File: config.mk
export PLATFORM = sky130hd
export DESIGN_NAME = tgpi_div
export DESIGN_NICKNAME = d
export VERILOG_FILES = /design/src/rtl/core/tgpi_pkg.sv /design/src/rtl/core/tgpi_div.sv
export SDC_FILE = /design/constraint.sdc
export NUM_CORES = 2
export LEC_CHECK = 0
export BUFFER_PORTS_ARGS = -buffer_cell sky130_fd_sc_hd__buf_2
export CAP_MARGIN = 30
export CORE_AREA = 3 3 445 447
export CTS_CLUSTER_DIAMETER = 30
export DETAILED_ROUTE_END_ITERATION = 12
export DIE_AREA = 0 0 448 450
export GPL_ROUTABILITY_DRIVEN = 1
export PLACE_DENSITY = 0.81
export SLEW_MARGIN = 20
export SYNTH_ARGS = -nofsm -noshare
export SYNTH_HDL_FRONTEND = slang
export SYNTH_SLANG_ARGS = --single-unit
File: constraint.sdc
create_clock -name clk_i -period 17.65 [get_ports clk_i]
set_input_delay 3.53 -clock clk_i [delete_from_list [all_inputs] [get_ports clk_i]]
set_output_delay 3.53 -clock clk_i [all_outputs]
set_load 0.02 [all_outputs]
File: src/rtl/core/tgpi_pkg.sv
package tgpi_pkg;

  localparam int FRAC_BITS      = 8;
  localparam int MAX_AXIS_TILES = 1024;

  // Divider geometry: numerator magnitude and divisor width
  localparam int NUM_W  = 34;
  localparam int DEN_W  = 25;
  localparam int WIDE_W = 36;
  localparam int RA_W   = 26;
  localparam int PROD_W = 62;

  typedef logic signed [WIDE_W-1:0] wide_t;
  typedef logic signed [RA_W-1:0]   rem_t;
  typedef logic signed [PROD_W-1:0] prod_t;

  typedef enum logic [2:0] {
    CFG_SHAPE    = 3'd0,
    CFG_ORIGIN_X = 3'd1,
    CFG_ORIGIN_Y = 3'd2,
    CFG_TILE_W   = 3'd3,
    CFG_TILE_H   = 3'd4,
    CFG_COLUMNS  = 3'd5,
    CFG_ROWS     = 3'd6
  } cfg_idx_e;

  // Effective configuration seen by the datapath
  typedef struct packed {
    logic               shape;
    logic signed [31:0] ox;
    logic signed [31:0] oy;
    logic [23:0]        tw;
    logic [23:0]        th;
    logic [10:0]        nc;
    logic [10:0]        nr;
  } cfg_t;

  // Item sideband that travels beside the dividers
  typedef struct packed {
    logic               op;
    logic               sx;
    logic               sy;
    logic               s2;
    logic signed [32:0] dx;
  } side_t;

  typedef struct packed {
    logic        col_valid;
    logic        row_valid;
    logic [9:0]  col_index;
    logic [9:0]  row_index;
    logic [19:0] linear_index;
  } res_t;

  function automatic logic [10:0] eff_count(logic [10:0] c);
    if (c == 11'd0) return 11'd1;
    if (32'(c) > MAX_AXIS_TILES) return 11'(MAX_AXIS_TILES);
    return c;
  endfunction

  function automatic wide_t clampw(wide_t v, wide_t lo, wide_t hi);
    if (v < lo) return lo;
    if (v > hi) return hi;
    return v;
  endfunction

  // Triangle tests of the cell: {c1, c2, left, right}
  function automatic logic [3:0] tri_cmp(prod_t aa, prod_t bb, prod_t pp);
    logic c1, c2, lf, rt;
    c1 = bb < (pp - aa);
    c2 = bb < (aa - pp);
    lf = (bb - pp) > aa;
    rt = !lf && ((bb - pp) > ((pp <<< 1) - aa));
    return {c1, c2, lf, rt};
  endfunction

  // Staggered rhombus row; strict lookup answers -1 outside the grid
  function automatic wide_t rh_row(logic clamped, wide_t ix, wide_t iy, logic lt,
                                   logic gt, logic [3:0] cmp, wide_t nc, wide_t nr);
    wide_t r;
    wide_t idx;
    logic  edg;
    r = iy <<< 1;
    if (!clamped && (ix < 0 || ix > nc)) begin
      r = wide_t'(-1);
    end else if (lt) begin
      if (cmp[3]) begin
        if (ix == 0) begin
          if (!clamped) r = wide_t'(-1);
          else if (iy < 0) r = wide_t'(0);
          else if (iy >= nr) r = nr - 1;
          else r = iy <<< 1;
        end else if (iy == 0) begin
          r = clamped ? wide_t'(0) : wide_t'(-1);
        end else begin
          r = (iy <<< 1) - 1;
        end
      end else if (cmp[2]) begin
        if (iy == 0) r = clamped ? wide_t'(0) : wide_t'(-1);
        else r = (iy <<< 1) - 1;
      end
    end else if (gt) begin
      if (cmp[1] || cmp[0]) begin
        edg = cmp[1] ? (ix == 0) : (ix == nc);
        idx = (iy <<< 1) + 1;
        if (edg && !clamped) r = wide_t'(-1);
        else if (edg && iy < 0) r = wide_t'(0);
        else if (edg && iy >= nr) r = nr - 1;
        else if (idx >= nr) r = clamped ? nr - 1 : wide_t'(-1);
        else r = idx;
      end
    end
    return r;
  endfunction

endpackage

File: src/rtl/core/tgpi_div.sv
module tgpi_div import tgpi_pkg::*; (
  input  logic             clk_i,
  input  logic             en_i,
  input  logic [NUM_W-1:0] num_i,
  input  logic [DEN_W-1:0] den_i,
  output logic [NUM_W-1:0] quo_o,
  output logic [DEN_W-1:0] rem_o
);

  logic [DEN_W-1:0] rem_q [NUM_W];
  logic [NUM_W-1:0] num_q [NUM_W];
  logic [NUM_W-1:0] quo_q [NUM_W];

  // One restoring step per stage, most significant numerator bit first
  for (genvar k = 0; k < NUM_W; k++) begin : g_stage
    logic [DEN_W-1:0] rem_in;
    logic [NUM_W-1:0] num_in;
    logic [NUM_W-1:0] quo_in;
    logic [DEN_W:0]   trial;
    logic             fits;

    if (k == 0) begin : g_first
      assign rem_in = '0;
      assign num_in = num_i;
      assign quo_in = '0;
    end else begin : g_next
      assign rem_in = rem_q[k-1];
      assign num_in = num_q[k-1];
      assign quo_in = quo_q[k-1];
    end

    assign trial = {rem_in, num_in[NUM_W-1]};
    assign fits  = trial >= {1'b0, den_i};

    always_ff @(posedge clk_i) begin
      if (en_i) begin
        rem_q[k] <= fits ? DEN_W'(trial - {1'b0, den_i}) : DEN_W'(trial);
        num_q[k] <= num_in << 1;
        quo_q[k] <= {quo_in[NUM_W-2:0], fits};
      end
    end
  end

  assign quo_o = quo_q[NUM_W-1];
  assign rem_o = rem_q[NUM_W-1];

endmodule

==> results.sh <==
export IMPL_vias=73690
export IMPL_finalCriticalPeriod_ns=7.682
export IMPL_viasPerCell=6.032
export IMPL_synth_top_family_by_area="compound AO/OA/AOI/OAI gates"
export IMPL_die_width_um=448
export IMPL_irDropWorstVdd_mv=0.1548
export IMPL_slowest_stage="buf_4"
export IMPL_synth_distinct_cells=102
export IMPL_rows=162
export IMPL_wl_per_cell_um=20.51
export IMPL_cts_buffer_depth=4
export IMPL_maxCapViolCount=0
export IMPL_syn_area_per_cell_um2=12.18
export IMPL_critPathLaunchType="primary input"
export IMPL_rsz0062_at_grt="false"
export IMPL_synth_xor_area_share_pct=5.339
export IMPL_min_path_type="reg -> reg"
export IMPL_grt_pass1_vias=72720
export IMPL_syn_to_final_growth_pct=16.48
export IMPL_nFillCells=14170
export IMPL_setup_viol=0
export IMPL_dieArea_um2=201600
export IMPL_synthTopCellsByArea="edfxtp_1 55%, ha_1 9.5%, mux2_2 3.3%"
export IMPL_p_leak_nw=49.36
export IMPL_drt_iter0_drc=6501
export IMPL_critPathTopFamily="compound AO/OA/AOI/OAI gates"
export IMPL_ys_seq_area_share_pct=55.39
export IMPL_worstSetupPathType="in -> reg"
export IMPL_cts_num_sinks=2006
export IMPL_max_freq_ghz=0.1302
export IMPL_rr_worst_depth=14
export IMPL_yosys_mux_area_fraction_pct=4.077
export IMPL_syn_inst=8927
export IMPL_grt_ovfl_total=0
export IMPL_synthTopCellsByCount="2006 x edfxtp_1, 827 x ha_1, 718 x a21oi_1"
export IMPL_max_stage_delay_ns=0.66
export IMPL_synth_top_cell_area_share_pct=55.39
export IMPL_cts_tree="yes"
export IMPL_reg2reg_to="rem_q[16][5]"
export IMPL_timing_final_crit_share_pct=43.52
export IMPL_cts_inserted_buffers=413
export IMPL_grt_first_pass_wirelength_um=392000
export IMPL_htreeDepth=5
export IMPL_place_congestion=0.9229
export IMPL_fin_setup_tns_ns=0
export IMPL_drive_gt1_share_pct=13.64
export IMPL_hold_viol=0
export IMPL_core_um2=194600
export IMPL_crit_cells=15
export IMPL_design_portCount=120
export IMPL_holdWs_ns=0.3454
export IMPL_powerDensity_nw_per_um2=206.5
export IMPL_synth_simple_gate_area_share_pct=9.014
export IMPL_clk_latency_ns=0.96
export IMPL_ctsHoldBuffers=0
export IMPL_detailed_place_hpwl_um=166000
export IMPL_critPathBufInv=5
export IMPL_path_clk_slew_ns=0.05
export IMPL_yosysWarnings=0
export IMPL_synthAdderAreaFrac_pct=10.12
export IMPL_synth_net_count=9848
export IMPL_tightestPinTransition_ns=1.147
export IMPL_drv_slew=0
export IMPL_synth_async_reset_ratio_pct=0
export IMPL_syn_cell_area_um2=108800
export IMPL_synth_edf_count=2006
export IMPL_fp_dieH_um=450
export IMPL_r2r_start="num_q[15][32]"
export IMPL_status="complete, no violations"
export IMPL_grt_max_degree=207
export IMPL_synth_top_area_cell="edfxtp_1"
export IMPL_relSlewSlack_pct=23.56
export IMPL_crit_path_start="den_i[1]"
export IMPL_r2r_setup_slack_ns=13.03
export IMPL_wl_um=250600
export IMPL_cts_setup_buffers=0
export IMPL_crit_chain="buf_2 -> inv_4 -> buf_4 -> buf_4 -> fa_1 -> a21o_1 -> a21oi_1 -> o21ai_0 -> a21oi_1 -> o31ai_1 -> a21oi_1 -> a311oi_1 -> a221o_1 -> buf_4 -> mux2_2"
export IMPL_nNetsFinal=10270
export IMPL_crit_required_ns=18.33
export IMPL_initial_core_util_pct=55.89
export IMPL_fin_skew_ns=0.07196
export IMPL_port_buffers=119
export IMPL_endpoint_kind="flip-flop"
export IMPL_synth_compound_area_share_pct=14.24
export IMPL_drtPass1Iterations=7
export IMPL_ys_ff_latch=2006
export IMPL_antenna_found_initial=6
export IMPL_ctsResizeCount=0
export IMPL_grtUsageTotal_pct=24.43
export IMPL_yosys_most_used_dff="edfxtp_1"
export IMPL_cp_max_fo=38
export IMPL_cp_data_arrival_time_ns=8.36
export IMPL_ant_nets=0
export IMPL_synth_most_common_cell="edfxtp_1"
export IMPL_drc=0
export IMPL_crit_end="rem_q[30][5]"
export IMPL_root_buffer="clkbuf_16"
-- cell type report --
type | instances | area (µm²) | share of cell area (%)
inverters | 290 | 1091 | 0.8613
well taps | 2542 | 3181 | 2.511
clock buffers | 446 | 10540 | 8.323
repair buffers | 212 | 1536 | 1.213
flip-flops and latches | 2006 | 60240 | 47.55
multi-input cells | 6426 | 46670 | 36.84
clock inverters | 292 | 3418 | 2.698
diodes | 2 | 5.005 | 0.003951
-- worst reg2reg max path: stages (launching register included) --
cell	delay (ns)
edfxtp_1	0.36
inv_1	0.19
ha_1	0.21
inv_1	0.06
fa_1	0.40
a21o_1	0.18
a21oi_1	0.29
o21ai_1	0.16
a2111oi_2	0.43
o41ai_1	0.16
a21oi_1	0.25
nor2_1	0.13
or2_1	0.28
a31oi_4	0.80
mux2_2	0.43
-- per-stage QoR --
| step | util [%] | worst slack (ns) | instance area (µm²) | power, mW | std cells |
|---|---|---|---|---|---|
| finish | 65.10 | 9.968 | 126700 | 26.16 | 12220 |
| global route | 65.10 | 9.597 | 126700 | 27.76 | 12210 |
| CTS | 65.02 | 9.996 | 126500 | 26.15 | 12210 |
| detailed placement | 57.84 | 9.023 | 112600 | 18.21 | 11470 |
| global placement | 57.82 | 9.211 | 112500 | 17.89 | 11470 |
| floorplan | - | 9.140 | 108800 | 15.74 | 8927 |
-- cell usage in the layout, fill, tap and decap left out, drive strengths merged, types with 43 or more instances in the layout --
cell,count
bufinv,62
inv,338
a211oi,60
o21a,96
mux2,362
o21ai,647
o21bai,75
clkinv,133
nor2b,110
nor2,515
clkinvlp,49
nand2b,107
edfxtp,2006
nor3,102
xnor2,412
nand2,646
and3,58
a31oi,79
nor4,43
nand4,121
nand3,168
clkbuf,446
a21o,385
buf,212
ha,827
xor2,251
o31ai,64
a21oi,719
-- flip-flops by register name, indices dropped and copies added, names as in the netlist --
register,count
rem_q,850
num_q,561
quo_q,595
-- metal layers --
layer | vias to the layer above | GRT usage, % | routed length (µm)
met1 | 35200 | 32.26 | 103500
met4 | 0 | 10.75 | 10670
met3 | 674 | 4.149 | 17880
li1 | 35090 | - | -
met2 | 2727 | 39.76 | 118500
met5 | - | 0 | 0
-- worst min path at each step --
stage | startpoint | end | cells past startpoint
floorplan | num_q[9][9] | num_q[10][10] | 0
global placement | quo_q[29][13] | quo_q[30][14] | 0
finish | quo_q[15][9] | quo_q[16][10] | 0
global route | quo_q[3][2] | quo_q[4][3] | 0
CTS | quo_q[15][9] | quo_q[16][10] | 0
detailed placement | num_q[9][9] | num_q[10][10] | 0
-- report_power, final --
part / internal, mW / leakage (nW) / switching [mW]
Clock: 5.21 / 6.70 / 2.51
Combinational: 4.62 / 23.1 / 5.82
Sequential: 7.18 / 19.6 / 0.821
Total: 17.0 / 49.4 / 9.14
-- logic make-up after synthesis --
| logic type | after synthesis |
|---|---|
| xor+xnor | 663 |
| simple gates | 2055 |
| compound gates | 2454 |
| fa+ha+maj | 860 |
| buf+inv | 495 |
| mux | 394 |
| flops | 2006 |
Power figures use the tool's default switching activity.
