File: src/rtl/core/tgpi_pkg.sv
package tgpi_pkg;

  localparam int FRAC_BITS      = 8;
  localparam int MAX_AXIS_TILES = 1024;

  // Divider geometry: numerator magnitude and divisor width
  localparam int NUM_W  = 34;
  localparam int DEN_W  = 25;
  localparam int WIDE_W = 36;
  localparam int RA_W   = 26;
  localparam int PROD_W = 62;

  typedef logic signed [WIDE_W-1:0] wide_t;
  typedef logic signed [RA_W-1:0]   rem_t;
  typedef logic signed [PROD_W-1:0] prod_t;

  typedef enum logic [2:0] {
    CFG_SHAPE    = 3'd0,
    CFG_ORIGIN_X = 3'd1,
    CFG_ORIGIN_Y = 3'd2,
    CFG_TILE_W   = 3'd3,
    CFG_TILE_H   = 3'd4,
    CFG_COLUMNS  = 3'd5,
    CFG_ROWS     = 3'd6
  } cfg_idx_e;

  // Effective configuration seen by the datapath
  typedef struct packed {
    logic               shape;
    logic signed [31:0] ox;
    logic signed [31:0] oy;
    logic [23:0]        tw;
    logic [23:0]        th;
    logic [10:0]        nc;
    logic [10:0]        nr;
  } cfg_t;

  // Item sideband that travels beside the dividers
  typedef struct packed {
    logic               op;
    logic               sx;
    logic               sy;
    logic               s2;
    logic signed [32:0] dx;
  } side_t;

  typedef struct packed {
    logic        col_valid;
    logic        row_valid;
    logic [9:0]  col_index;
    logic [9:0]  row_index;
    logic [19:0] linear_index;
  } res_t;

  function automatic logic [10:0] eff_count(logic [10:0] c);
    if (c == 11'd0) return 11'd1;
    if (32'(c) > MAX_AXIS_TILES) return 11'(MAX_AXIS_TILES);
    return c;
  endfunction

  function automatic wide_t clampw(wide_t v, wide_t lo, wide_t hi);
    if (v < lo) return lo;
    if (v > hi) return hi;
    return v;
  endfunction

  // Triangle tests of the cell: {c1, c2, left, right}
  function automatic logic [3:0] tri_cmp(prod_t aa, prod_t bb, prod_t pp);
    logic c1, c2, lf, rt;
    c1 = bb < (pp - aa);
    c2 = bb < (aa - pp);
    lf = (bb - pp) > aa;
    rt = !lf && ((bb - pp) > ((pp <<< 1) - aa));
    return {c1, c2, lf, rt};
  endfunction

  // Staggered rhombus row; strict lookup answers -1 outside the grid
  function automatic wide_t rh_row(logic clamped, wide_t ix, wide_t iy, logic lt,
                                   logic gt, logic [3:0] cmp, wide_t nc, wide_t nr);
    wide_t r;
    wide_t idx;
    logic  edg;
    r = iy <<< 1;
    if (!clamped && (ix < 0 || ix > nc)) begin
      r = wide_t'(-1);
    end else if (lt) begin
      if (cmp[3]) begin
        if (ix == 0) begin
          if (!clamped) r = wide_t'(-1);
          else if (iy < 0) r = wide_t'(0);
          else if (iy >= nr) r = nr - 1;
          else r = iy <<< 1;
        end else if (iy == 0) begin
          r = clamped ? wide_t'(0) : wide_t'(-1);
        end else begin
          r = (iy <<< 1) - 1;
        end
      end else if (cmp[2]) begin
        if (iy == 0) r = clamped ? wide_t'(0) : wide_t'(-1);
        else r = (iy <<< 1) - 1;
      end
    end else if (gt) begin
      if (cmp[1] || cmp[0]) begin
        edg = cmp[1] ? (ix == 0) : (ix == nc);
        idx = (iy <<< 1) + 1;
        if (edg && !clamped) r = wide_t'(-1);
        else if (edg && iy < 0) r = wide_t'(0);
        else if (edg && iy >= nr) r = nr - 1;
        else if (idx >= nr) r = clamped ? nr - 1 : wide_t'(-1);
        else r = idx;
      end
    end
    return r;
  endfunction

endpackage

File: src/rtl/core/tgpi_if.sv


interface tgpi_out_if;
  logic        valid;
  logic        ready;
  logic        col_valid;
  logic        row_valid;
  logic [9:0]  col_index;
  logic [9:0]  row_index;
  logic [19:0] linear_index;
  modport source (output valid, col_valid, row_valid, col_index, row_index, linear_index,
                  input ready);
  modport sink (input valid, col_valid, row_valid, col_index, row_index, linear_index,
                output ready);
endinterface

File: src/rtl/core/tgpi_ofifo.sv
module tgpi_ofifo import tgpi_pkg::*; (
  input  logic  clk_i,
  input  logic  rst_ni,
  input  logic  push_i,
  input  res_t  data_i,
  output logic  space_o,
  tgpi_out_if.source out_o
);

  res_t       mem_q [2];
  logic       wptr_q, rptr_q;
  logic [1:0] cnt_q;
  logic       pop;
  res_t       head;

  assign pop     = out_o.valid && out_o.ready;
  assign space_o = cnt_q != 2'd2;

  // Advance pointers and count
  always_ff @(posedge clk_i or negedge rst_ni) begin
    if (!rst_ni) begin
      wptr_q <= 1'b0;
      rptr_q <= 1'b0;
      cnt_q  <= 2'd0;
    end else begin
      if (push_i) wptr_q <= ~wptr_q;
      if (pop) rptr_q <= ~rptr_q;
      cnt_q <= cnt_q + 2'(push_i) - 2'(pop);
    end
  end

  always_ff @(posedge clk_i) begin
    if (push_i) mem_q[wptr_q] <= data_i;
  end

  assign head                = mem_q[rptr_q];
  assign out_o.valid         = cnt_q != 2'd0;
  assign out_o.col_valid     = head.col_valid;
  assign out_o.row_valid     = head.row_valid;
  assign out_o.col_index     = head.col_index;
  assign out_o.row_index     = head.row_index;
  assign out_o.linear_index  = head.linear_index;

endmodule

File: src/flat_wrapper.sv
// flat-port wrapper written by rule: the top's interface ports become plain ports
module tgpi_ofifo_flat import tgpi_pkg::*;
  (clk_i, rst_ni, push_i, data_i, space_o, out_o_valid, out_o_col_valid, out_o_row_valid, out_o_col_index, out_o_row_index, out_o_linear_index, out_o_ready);
  tgpi_out_if out_o_i ();
  input  logic clk_i;
  input  logic rst_ni;
  input  logic push_i;
  input  res_t data_i;
  output logic space_o;
  output wire logic [$bits(out_o_i.valid)-1:0] out_o_valid;
  output wire logic [$bits(out_o_i.col_valid)-1:0] out_o_col_valid;
  output wire logic [$bits(out_o_i.row_valid)-1:0] out_o_row_valid;
  output wire logic [$bits(out_o_i.col_index)-1:0] out_o_col_index;
  output wire logic [$bits(out_o_i.row_index)-1:0] out_o_row_index;
  output wire logic [$bits(out_o_i.linear_index)-1:0] out_o_linear_index;
  input wire logic [$bits(out_o_i.ready)-1:0] out_o_ready;
  assign out_o_valid = out_o_i.valid;
  assign out_o_col_valid = out_o_i.col_valid;
  assign out_o_row_valid = out_o_i.row_valid;
  assign out_o_col_index = out_o_i.col_index;
  assign out_o_row_index = out_o_i.row_index;
  assign out_o_linear_index = out_o_i.linear_index;
  assign out_o_i.ready = out_o_ready;
  tgpi_ofifo u_core (.clk_i(clk_i), .rst_ni(rst_ni), .push_i(push_i), .data_i(data_i), .space_o(space_o), .out_o(out_o_i));
endmodule
File: config.mk
export PLATFORM = sky130hd
export DESIGN_NAME = tgpi_ofifo_flat
export DESIGN_NICKNAME = d
export VERILOG_FILES = /design/src/rtl/core/tgpi_pkg.sv /design/src/rtl/core/tgpi_if.sv /design/src/rtl/core/tgpi_ofifo.sv /design/src/flat_wrapper.sv
export SDC_FILE = /design/constraint.sdc
export NUM_CORES = 1
export LEC_CHECK = 0
export BUFFER_PORTS_ARGS = -buffer_cell sky130_fd_sc_hd__buf_2
export CAP_MARGIN = 20
export CORE_MARGIN = 2
export CORE_UTILIZATION = 50
export CTS_BUF_LIST = sky130_fd_sc_hd__clkbuf_16
export DETAILED_ROUTE_END_ITERATION = 8
export PLACE_DENSITY = 0.76
export SKIP_CTS_REPAIR_TIMING = 1
export SYNTH_ARGS = -nofsm -noshare
export SYNTH_HDL_FRONTEND = slang
export SYNTH_SLANG_ARGS = --single-unit
File: constraint.sdc
create_clock -name clk_i -period 4.15 [get_ports clk_i]
set_clock_uncertainty 0.2 [all_clocks]
set_input_delay 0.83 -clock clk_i [delete_from_list [all_inputs] [get_ports clk_i]]
set_output_delay 0.83 -clock clk_i [all_outputs]
set_load 0.05 [all_outputs]
==> reports/summary.txt, run 1 <==
outcome: completed
clock buffers created by TritonCTS: 9
share of cells above drive strength 1: 60.00%
syn_area_per_cell: 23.18 um^2
HPWL reported at the end of detailed placement: 3522 um
Max Buffers Root-to-Sink: 2
vias in the first global route: 1,662
Max-Cap Viols: 0
global-route usage over all layers: 15.12%
Layout Cells excl Fill: 330
WS Path Type: reg2out
routed len/inst: 15.98 um
startpoint type of the worst setup path: flip-flop
cell area reported after detailed placement: 3923 um^2
largest net degree at the start of global routing: 43
first-pass GRT wire length: 8197 um
worst slew pin tran: 1.039 ns
pre-CTS WS: 1.492 ns
number of failing setup endpoints in the final timing report: 0
average vias per placed instance: 4.921
most frequent standard cell in the layout excluding fill and tap cells: sky130_fd_sc_hd__buf_2
final design area excluding fillers: 4213 um^2
via count: 1,624
highest-count cells in the layout ignoring fill and taps: sky130_fd_sc_hd__buf_2, sky130_fd_sc_hd__edfxtp_1, sky130_fd_sc_hd__mux2_4
DRC violation count after routing: 0
initial detailed-routing violation count: 72
Die H: 86.84 um
H-tree levels: 3
aggregate global routing overflow: 0
number of diodes: 0
warnings from Yosys: 0
CP endpoint kind: primary output
post-layout min period: 2.994 ns
number of nets with antenna violations after detailed routing: 0
placer congestion estimate: 0.6610
maximum achievable frequency: 334.0 MHz
distinct cell type count after synthesis: 15
Core Area: 6719 um^2
number of nets in the layout: 293
worst vdd rail ir drop: 0.5493 mV
count of pins on the block boundary: 90
Pwr per Cell Area: 825.7 nW/um^2
type of the most critical hold path: in2async
Worst-path clk slew: 0.06 ns
overall die width: 86.84 um
flops & latches, synth: 88
source-to-sink clock delay at the later pin of the worst-skew pair: 0.33 ns
setup slack of the critical path after layout: 1.156 ns
number of iterations in the first detailed-routing pass: 4
total count of hold-check failures in the final report: 0
unrepaired setup endpoints after global routing: no
wire length after detailed routing: 5275 um
Lkg Pwr: 1.727 nW
cell area after synthesis: 3431 um^2
effective utilization at floorplan: 51.06%
die area: 7540 um^2
critical path data arrival time: 1.96 ns
setup slack on the worst flop-to-flop path: 2.16 ns
number of filler instances in the final layout: 492
part of the cycle the worst path needs: 72.15%
area delta synth->final: 22.79%
initial antenna violation count: 0
nets in the synthesized netlist: 196
hold slack: 0.09713 ns
number of buffer cells added on primary ports: 89
required time reported for the critical path endpoint: 3.12 ns
number of cells produced by synthesis: 148
FP Rows: 30
clock tree from TritonCTS: done
Post-Place Cells: 314
clock tree root driver cell: sky130_fd_sc_hd__clkbuf_16
setup TNS after final layout: 0 ns
Critical Path Fanout Max: 27
Final Slew Violations: 0
portion of the post-synthesis area used by sequential elements: 76.44%
relative slew slack: 30.72%
number of clock sinks: 88
[sequential cells by signal (all words and copies together) (netlist names)]
signal	count
u_core.rptr_q	1
u_core.cnt_q	2
u_core.wptr_q	1
u_core.mem_q	84
[per-layer routing]
layer	part of all wire (%)	track usage [%]	vias to the layer above
li1	-	-	772
met1	41	17.58	785
met2	50	24.29	56
met3	7.4	5.714	11
met4	2.0	8.097	0
met5	0	0	-
[cell families after synthesis]
family | after synthesis | share of synthesized area (%)
mux | 42 | 18.05
buf+inv | 7 | 2.881
compound gates | 1 | 0.2189
simple gates | 4 | 0.6567
xor+xnor | 4 | 1.021
flops | 88 | 76.44
fa+ha+maj | 2 | 0.7293
[power by group]
group	switching (mW)	total, mW	internal (mW)
Sequential	0.0993	1.29	1.19
Clock	0.308	0.768	0.460
Combinational	0.948	1.42	0.477
[stage by stage]
step | total power, mW | util (%)
finish | 3.478 | 62.70
global route | 3.627 | 62.70
CTS | 3.516 | 62.70
detailed placement | 2.749 | 58.38
global placement | 2.726 | 58.38
floorplan | 2.553 | -
[synth_stat cells (all sizes together)]
cell	count	area, um^2
nand2	1	3.750
nor2b	1	6.260
o21a	1	7.510
xnor2	2	17.52
and2	1	6.260
buf	5	91.34
or2	1	6.260
mux2	42	619.3
dfrtp	4	100.1
edfxtp	84	2522
ha	2	25.02
inv	2	7.510
xor2	2	17.52
[final cells by class]
type / instances / area, um^2 / area share, %
Sequential cell: 88 / 2624 / 62.28
Multi-Input combinational cell: 53 / 718.2 / 17.05
Timing Repair Buffer: 91 / 473.0 / 11.23
Clock buffer: 9 / 225.2 / 5.346
Tap cell: 80 / 100.1 / 2.376
Clock inverter: 7 / 65.06 / 1.544
Inverter: 2 / 7.507 / 0.1782
[critical path: stages (launching register included)]
cell,delay [ns]
sky130_fd_sc_hd__dfrtp_2,0.73
sky130_fd_sc_hd__buf_12,0.30
sky130_fd_sc_hd__mux2_2,0.37
sky130_fd_sc_hd__buf_2,0.21
[path summary, 6_finish.rpt]
kind / from / end / depth (start not counted)
worst min-delay path: rst_ni / u_core.cnt_q[0] / 1
max in group asynchronous: rst_ni / u_core.rptr_q / 1
worst min register to register: u_core.wptr_q / u_core.wptr_q / 1
min in group clk_i: u_core.wptr_q / u_core.wptr_q / 1
worst max register to register: u_core.wptr_q / u_core.mem_q[0][26] / 2
worst max-delay path: u_core.rptr_q / out_o_linear_index[0] / 3
Power figures use the tool's default switching activity.
==> run 2, diff against run 1 <==
--- a/config.mk
+++ b/config.mk
@@ -8,10 +8,10 @@
 export BUFFER_PORTS_ARGS = -buffer_cell sky130_fd_sc_hd__buf_2
 export CAP_MARGIN = 20
 export CORE_MARGIN = 2
-export CORE_UTILIZATION = 50
+export CORE_UTILIZATION = 47
 export CTS_BUF_LIST = sky130_fd_sc_hd__clkbuf_16
 export DETAILED_ROUTE_END_ITERATION = 8
-export PLACE_DENSITY = 0.76
+export PLACE_DENSITY = 0.75
 export SKIP_CTS_REPAIR_TIMING = 1
 export SYNTH_ARGS = -nofsm -noshare
 export SYNTH_HDL_FRONTEND = slang
==> constraint.sdc (replaced) <==
create_clock -name clk_i -period 2.4 [get_ports clk_i]
set_clock_uncertainty 0.2 [all_clocks]
set_input_delay 0.48 -clock clk_i [delete_from_list [all_inputs] [get_ports clk_i]]
set_output_delay 0.48 -clock clk_i [all_outputs]
set_load 0.05 [all_outputs]
==> run 2 against run 1 <==
  * Worst setup slack lost 0.97 ns
  * Non-clock buffer count grew 5
  * Worst hold slack better by 0.031 ns
  * Critical endpoint unchanged
  * Largest power group unchanged
  * Register-to-register slack got worse by 1.5 ns
  * Utilization shrank 2.4 points
  * Critical path depth unchanged
  * Combinational power increased by 85%
  * Clock power grew 80%
  * Count of clock-buffer cells in the layout unchanged
  * Sequential power is 67% higher
  * First-iteration DRC count fell by 5.6%
==> reports/summary.txt, run 2 (same netlist as run 1, synthesis figures left out) <==
largest net degree at the start of global routing: 34 (was 43)
number of clock sinks: 88 (unchanged)
HPWL reported at the end of detailed placement: 3670 um (was 3522 um)
aggregate global routing overflow: 0 (unchanged)
critical path data arrival time: 1.53 ns (was 1.96 ns)
DRC violation count after routing: 0 (unchanged)
Pwr per Cell Area: 1424 nW/um^2 (was 825.7 nW/um^2)
unrepaired setup endpoints after global routing: no (unchanged)
flip-flop count of the largest register, all copies and words added: 84 (unchanged)
effective utilization at floorplan: 47.81% (was 51.06%)
number of filler instances in the final layout: 538 (was 492)
total count of hold-check failures in the final report: 0 (unchanged)
Final Power: 6.167 mW (was 3.478 mW)
Worst-path clk slew: 0.06 ns (about the same)
area delta synth->final: 26.22% (was 22.79%)
registers with the highest flip-flop counts: u_core.mem_q (84), u_core.cnt_q (2) (unchanged)
Max Buffers Root-to-Sink: 2 (unchanged)
routed len/inst: 15.10 um (was 15.98 um)
initial detailed-routing violation count: 68 (was 72)
number of nets in the layout: 298 (was 293)
Critical Path Fanout Max: 20 (was 27)
clock buffers created by TritonCTS: 9 (unchanged)
clock tree root driver cell: sky130_fd_sc_hd__clkbuf_16 (unchanged)
die area: 7999 um^2 (was 7540 um^2)
number of buffer cells added on primary ports: 89 (unchanged)
Lkg Pwr: 1.771 nW (was 1.727 nW)
global-route usage over all layers: 13.96% (was 15.12%)
clock tree from TritonCTS: done (unchanged)
via count: 1,684 (was 1,624)
startpoint type of the worst setup path: flip-flop (unchanged)
outcome: completed (unchanged)
vias in the first global route: 1,604 (was 1,662)
fin util: 60.35% (was 62.70%)
H-tree levels: 3 (unchanged)
WS Path Type: reg2out (unchanged)
Die H: 89.44 um (was 86.84 um)
Max-Cap Viols: 0 (unchanged)
part of the cycle the worst path needs: 92.23%
wire length after detailed routing: 5359 um (was 5275 um)
source-to-sink clock delay at the later pin of the worst-skew pair: 0.33 ns (about the same)
worst slew pin tran: 0.3526 ns (was 1.039 ns)
highest-count cells in the layout ignoring fill and taps: sky130_fd_sc_hd__buf_2, sky130_fd_sc_hd__edfxtp_1, sky130_fd_sc_hd__mux2_4 (unchanged)
FF-to-FF Start: u_core.cnt_q[1] (was u_core.wptr_q)
type of the most critical hold path: in2reg (was in2async)
number of failing setup endpoints in the final timing report: 0 (unchanged)
count of pins on the block boundary: 90 (unchanged)
Final Slew Violations: 0 (unchanged)
Core Area: 7176 um^2 (was 6719 um^2)
average vias per placed instance: 4.744 (was 4.921)
number of nets with antenna violations after detailed routing: 0 (unchanged)
setup slack on the worst flop-to-flop path: 0.66 ns (was 2.16 ns)
post-layout min period: 2.213 ns
relative slew slack: 76.45% (was 30.72%)
initial antenna violation count: 0 (unchanged)
number of iterations in the first detailed-routing pass: 4 (unchanged)
overall die width: 89.44 um (was 86.84 um)
placer congestion estimate: 0.6469 (was 0.6610)
register with the most flip-flops: u_core.mem_q (unchanged)
CP endpoint kind: primary output (unchanged)
launch point of the worst hold path: data_i[19]
worst vdd rail ir drop: 0.6668 mV (was 0.5493 mV)
most frequent standard cell in the layout excluding fill and tap cells: sky130_fd_sc_hd__buf_2 (unchanged)
Critical path origin: u_core.rptr_q (unchanged)
first-pass GRT wire length: 7721 um (was 8197 um)
FP Rows: 31 (was 30)
share of cells above drive strength 1: 61.57% (was 60.00%)
maximum achievable frequency: 451.8 MHz
required time reported for the critical path endpoint: 1.72 ns (was 3.12 ns)
setup TNS after final layout: 0 ns (unchanged)
[run 2: power by group]
part	internal [mW]	switching, mW	leakage (nW)	total (mW)
Clock	0.816	0.564	0.150	1.38
Sequential	2.05	0.108	0.834	2.15
Combinational	0.907	1.73	0.787	2.63
[run 2: worst max-delay path, stage by stage, from the launching register on]
cell	delay, ns
sky130_fd_sc_hd__dfrtp_2	0.43
sky130_fd_sc_hd__buf_12	0.21
sky130_fd_sc_hd__mux2_2	0.34
sky130_fd_sc_hd__buf_2	0.21
[run 2: worst paths after layout]
path / endpoint / cells after the start
min in group asynchronous: u_core.cnt_q[0] / 2
worst min-delay path: u_core.mem_q[0][19] / 1
max in group asynchronous: u_core.rptr_q / 2
worst max register to register: u_core.cnt_q[1] / 6
worst min register to register: u_core.wptr_q / 1
worst max-delay path: out_o_linear_index[0] / 3
[run 2: cell type report]
cell class | instances | area (um^2) | share of cell area [%]
sequential | 88 | 2624 | 60.59
clock buffer | 9 | 225.2 | 5.201
multi-input combinational | 53 | 718.2 | 16.58
tap | 99 | 123.9 | 2.860
inverter | 2 | 7.507 | 0.1734
timing repair buffer | 96 | 550.5 | 12.71
clock inverter | 7 | 78.83 | 1.820
antenna | 1 | 2.502 | 0.05779
[run 2: metal layers]
metal / part of all wire, % / routed length, um / vias up / GRT usage [%]
met4: 2.4 / 126 / 0 / 9.362
met2: 49 / 2623 / 71 / 21.35
li1: - / - / 786 / -
met5: 0 / 0 / - / 0
met1: 41 / 2196 / 817 / 16.54
met3: 7.7 / 412 / 10 / 5.078
[run 2: per-stage QoR]
step,hold slack [ns],cells,area [um^2],worst slack (ns)
after CTS,-0.2590,351,4303,0.02181
after detailed placement,0.1008,335,3999,0.3970
after floorplan,-0.01559,148,3433,0.1811
after global routing,0.1196,354,4328,0.1328
final,0.1283,355,4330,0.1866
after global placement,0.09778,335,3999,0.4097
==> run 3, diff against run 2 <==
--- a/config.mk
+++ b/config.mk
@@ -12,6 +12,7 @@
 export CTS_BUF_LIST = sky130_fd_sc_hd__clkbuf_16
 export DETAILED_ROUTE_END_ITERATION = 8
 export PLACE_DENSITY = 0.75
+export REMOVE_ABC_BUFFERS = 1
 export SKIP_CTS_REPAIR_TIMING = 1
 export SYNTH_ARGS = -nofsm -noshare
 export SYNTH_HDL_FRONTEND = slang
==> run 3 against run 2 <==
  * Combinational power hardly changed
  * Global-route usage is 1.0 points lower
  * Maximum frequency is 3.5% lower
  * Routed wire length is 3.3% lower
  * Final cell count is 1.7% higher
  * Worst hold slack better by 0.0097 ns
  * Via count is 0.30% lower
  * First-iteration DRC count is 32% higher
  * Register-to-register slack better by 0.03 ns
  * Largest cell class unchanged
==> reports/summary.txt, run 3 (same netlist as run 1, synthesis figures left out) <==
outcome: completed (unchanged)
first-pass GRT wire length: 7438 um (was 7721 um)
source-to-sink clock delay at the later pin of the worst-skew pair: 0.32 ns (was 0.33 ns)
highest-count cells in the layout ignoring fill and taps: sky130_fd_sc_hd__buf_2, sky130_fd_sc_hd__edfxtp_1, sky130_fd_sc_hd__mux2_4 (unchanged)
die area: 7999 um^2 (unchanged)
part of the cycle the worst path needs: 95.54% (was 92.23%)
number of clock sinks: 88 (unchanged)
number of nets with antenna violations after detailed routing: 0 (unchanged)
average vias per placed instance: 4.651 (was 4.744)
Final Slew Violations: 0 (unchanged)
relative slew slack: 79.60% (was 76.45%)
count of cells along the worst hold path: 1 (unchanged)
total internal power: 3.721 mW (was 3.768 mW)
number of iterations in the first detailed-routing pass: 4 (unchanged)
Critical Path Fanout Max: 13 (was 20)
Lkg Pwr: 1.790 nW (was 1.771 nW)
sequential group share of total power: 35.8% (was 34.9%)
clock tree from TritonCTS: done (unchanged)
aggregate global routing overflow: 0 (unchanged)
count of pins on the block boundary: 90 (unchanged)
effective utilization at floorplan: 47.81% (unchanged)
proportion of power drawn by combinational gates: 43.5% (was 42.7%)
most frequent standard cell in the layout excluding fill and tap cells: sky130_fd_sc_hd__buf_2 (unchanged)
number of filler instances in the final layout: 533 (was 538)
wire length after detailed routing: 5180 um (was 5359 um)
number of nets in the layout: 305 (was 298)
switching power: 2.385 mW (was 2.398 mW)
total count of hold-check failures in the final report: 0 (unchanged)
Worst-path clk slew: 0.06 ns (about the same)
post-layout min period: 2.293 ns (was 2.213 ns)
maximum achievable frequency: 436.1 MHz (was 451.8 MHz)
area used by sequential logic in the layout: 2626 um^2 (was 2624 um^2)
number of failing setup endpoints in the final timing report: 0 (unchanged)
Max-Cap Viols: 0 (unchanged)
via count: 1,679 (was 1,684)
worst slew pin tran: 0.3060 ns (was 0.3526 ns)
Clock power frac: 20.7% (was 22.4%)
Pwr per Cell Area: 1404 nW/um^2 (was 1424 nW/um^2)
flip-flop count of the largest register, all copies and words added: 84 (unchanged)
overall die width: 89.44 um (unchanged)
setup slack of the critical path after layout: 0.1071 ns (was 0.1866 ns)
DRC violation count after routing: 0 (unchanged)
CP endpoint kind: primary output (unchanged)
pre-CTS WS: 0.2704 ns (was 0.3970 ns)
required time reported for the critical path endpoint: 1.72 ns (about the same)
number of buffer cells added on primary ports: 89 (unchanged)
register with the most flip-flops: u_core.mem_q (unchanged)
Max Buffers Root-to-Sink: 2 (unchanged)
setup TNS after final layout: 0 ns (unchanged)
worst vdd rail ir drop: 0.9045 mV (was 0.6668 mV)
number of diodes: 0 (was 1)
Core Area: 7176 um^2 (unchanged)
critical path data arrival time: 1.61 ns (was 1.53 ns)
global-route usage over all layers: 12.95% (was 13.96%)
Final Power: 6.106 mW (was 6.167 mW)
routed len/inst: 14.35 um (was 15.10 um)
switching share of power: 39.06% (was 38.89%)
largest net degree at the start of global routing: 43 (was 34)
clock buffers created by TritonCTS: 9 (unchanged)
unrepaired setup endpoints after global routing: no (unchanged)
initial antenna violation count: 0 (unchanged)
multi-input combinational cell area: 718.2 um^2 (unchanged)
type of the most critical hold path: in2reg (unchanged)
placer congestion estimate: 0.6647 (was 0.6469)
share of cells above drive strength 1: 62.21% (was 61.57%)
registers with the highest flip-flop counts: u_core.mem_q (84), u_core.cnt_q (2) (unchanged)
startpoint type of the worst setup path: flip-flop (unchanged)
Die H: 89.44 um (unchanged)
WS Path Type: reg2out (unchanged)
Layout Cells excl Fill: 361 (was 355)
Worst Reg2Reg Path Length in Cells: 6 (unchanged)
FP Rows: 31 (unchanged)
clock tree root driver cell: sky130_fd_sc_hd__clkbuf_16 (unchanged)
H-tree levels: 3 (unchanged)
initial detailed-routing violation count: 90 (was 68)
area delta synth->final: 26.77% (was 26.22%)
Post-Place Cells: 338 (was 335)
HPWL reported at the end of detailed placement: 3565 um (was 3670 um)
vias in the first global route: 1,524 (was 1,604)
==> run 3: power groups by stage <==
stage,Sequential [mW],Combinational [mW],Clock [mW]
after floorplan,2.30,1.98,0
after CTS,2.21,2.60,1.30
after global placement,2.22,2.57,0
after detailed placement,2.24,2.59,0
after global routing,2.21,2.80,1.37
final,2.19,2.66,1.26
==> run 3: final cells by class <==
cell class	count	area share [%]
Inverter	2	0.1726
Timing Repair Buffer	103	13.58
Clock inverter	7	1.323
Multi-Input combinational cell	53	16.51
Tap cell	99	2.848
Sequential cell	88	60.39
Clock buffer	9	5.178
==> run 3: path summary, 6_finish.rpt <==
check                                start                   to  slack, ns
max                          u_core.rptr_q   out_o_col_index[0]       0.11
min                             data_i[14]  u_core.mem_q[0][14]       0.14
max reg2reg                u_core.cnt_q[1]      u_core.cnt_q[1]       0.69
min reg2reg                  u_core.wptr_q        u_core.wptr_q       0.34
max in group asynchronous           rst_ni        u_core.rptr_q       1.56
min in group asynchronous           rst_ni      u_core.cnt_q[0]       0.29
==> run 3: per-stage QoR <==
| stage | util, % | hold slack (ns) | area, um^2 |
|---|---|---|---|
| floorplan | - | -0.01559 | 3339 |
| global placement | 55.87 | 0.1027 | 4009 |
| detailed placement | 55.87 | 0.1015 | 4009 |
| finish | 60.61 | 0.1380 | 4349 |
| CTS | 59.81 | -0.2475 | 4292 |
| global route | 60.61 | 0.1242 | 4349 |
==> run 3: critical path, stage by stage (launching register included) <==
cell	delay, ns
sky130_fd_sc_hd__dfrtp_4	0.57
sky130_fd_sc_hd__buf_4	0.20
sky130_fd_sc_hd__mux2_4	0.30
sky130_fd_sc_hd__buf_2	0.21
==> run 3: layer usage <==
| layer | routed length (um) | GRT usage, % | vias up |
|---|---|---|---|
| li1 | - | - | 797 |
| met1 | 2164 | 15.78 | 823 |
| met2 | 2700 | 21.95 | 53 |
| met3 | 247 | 3.139 | 6 |
| met4 | 68 | 5.699 | 0 |
| met5 | 0 | 0 | - |
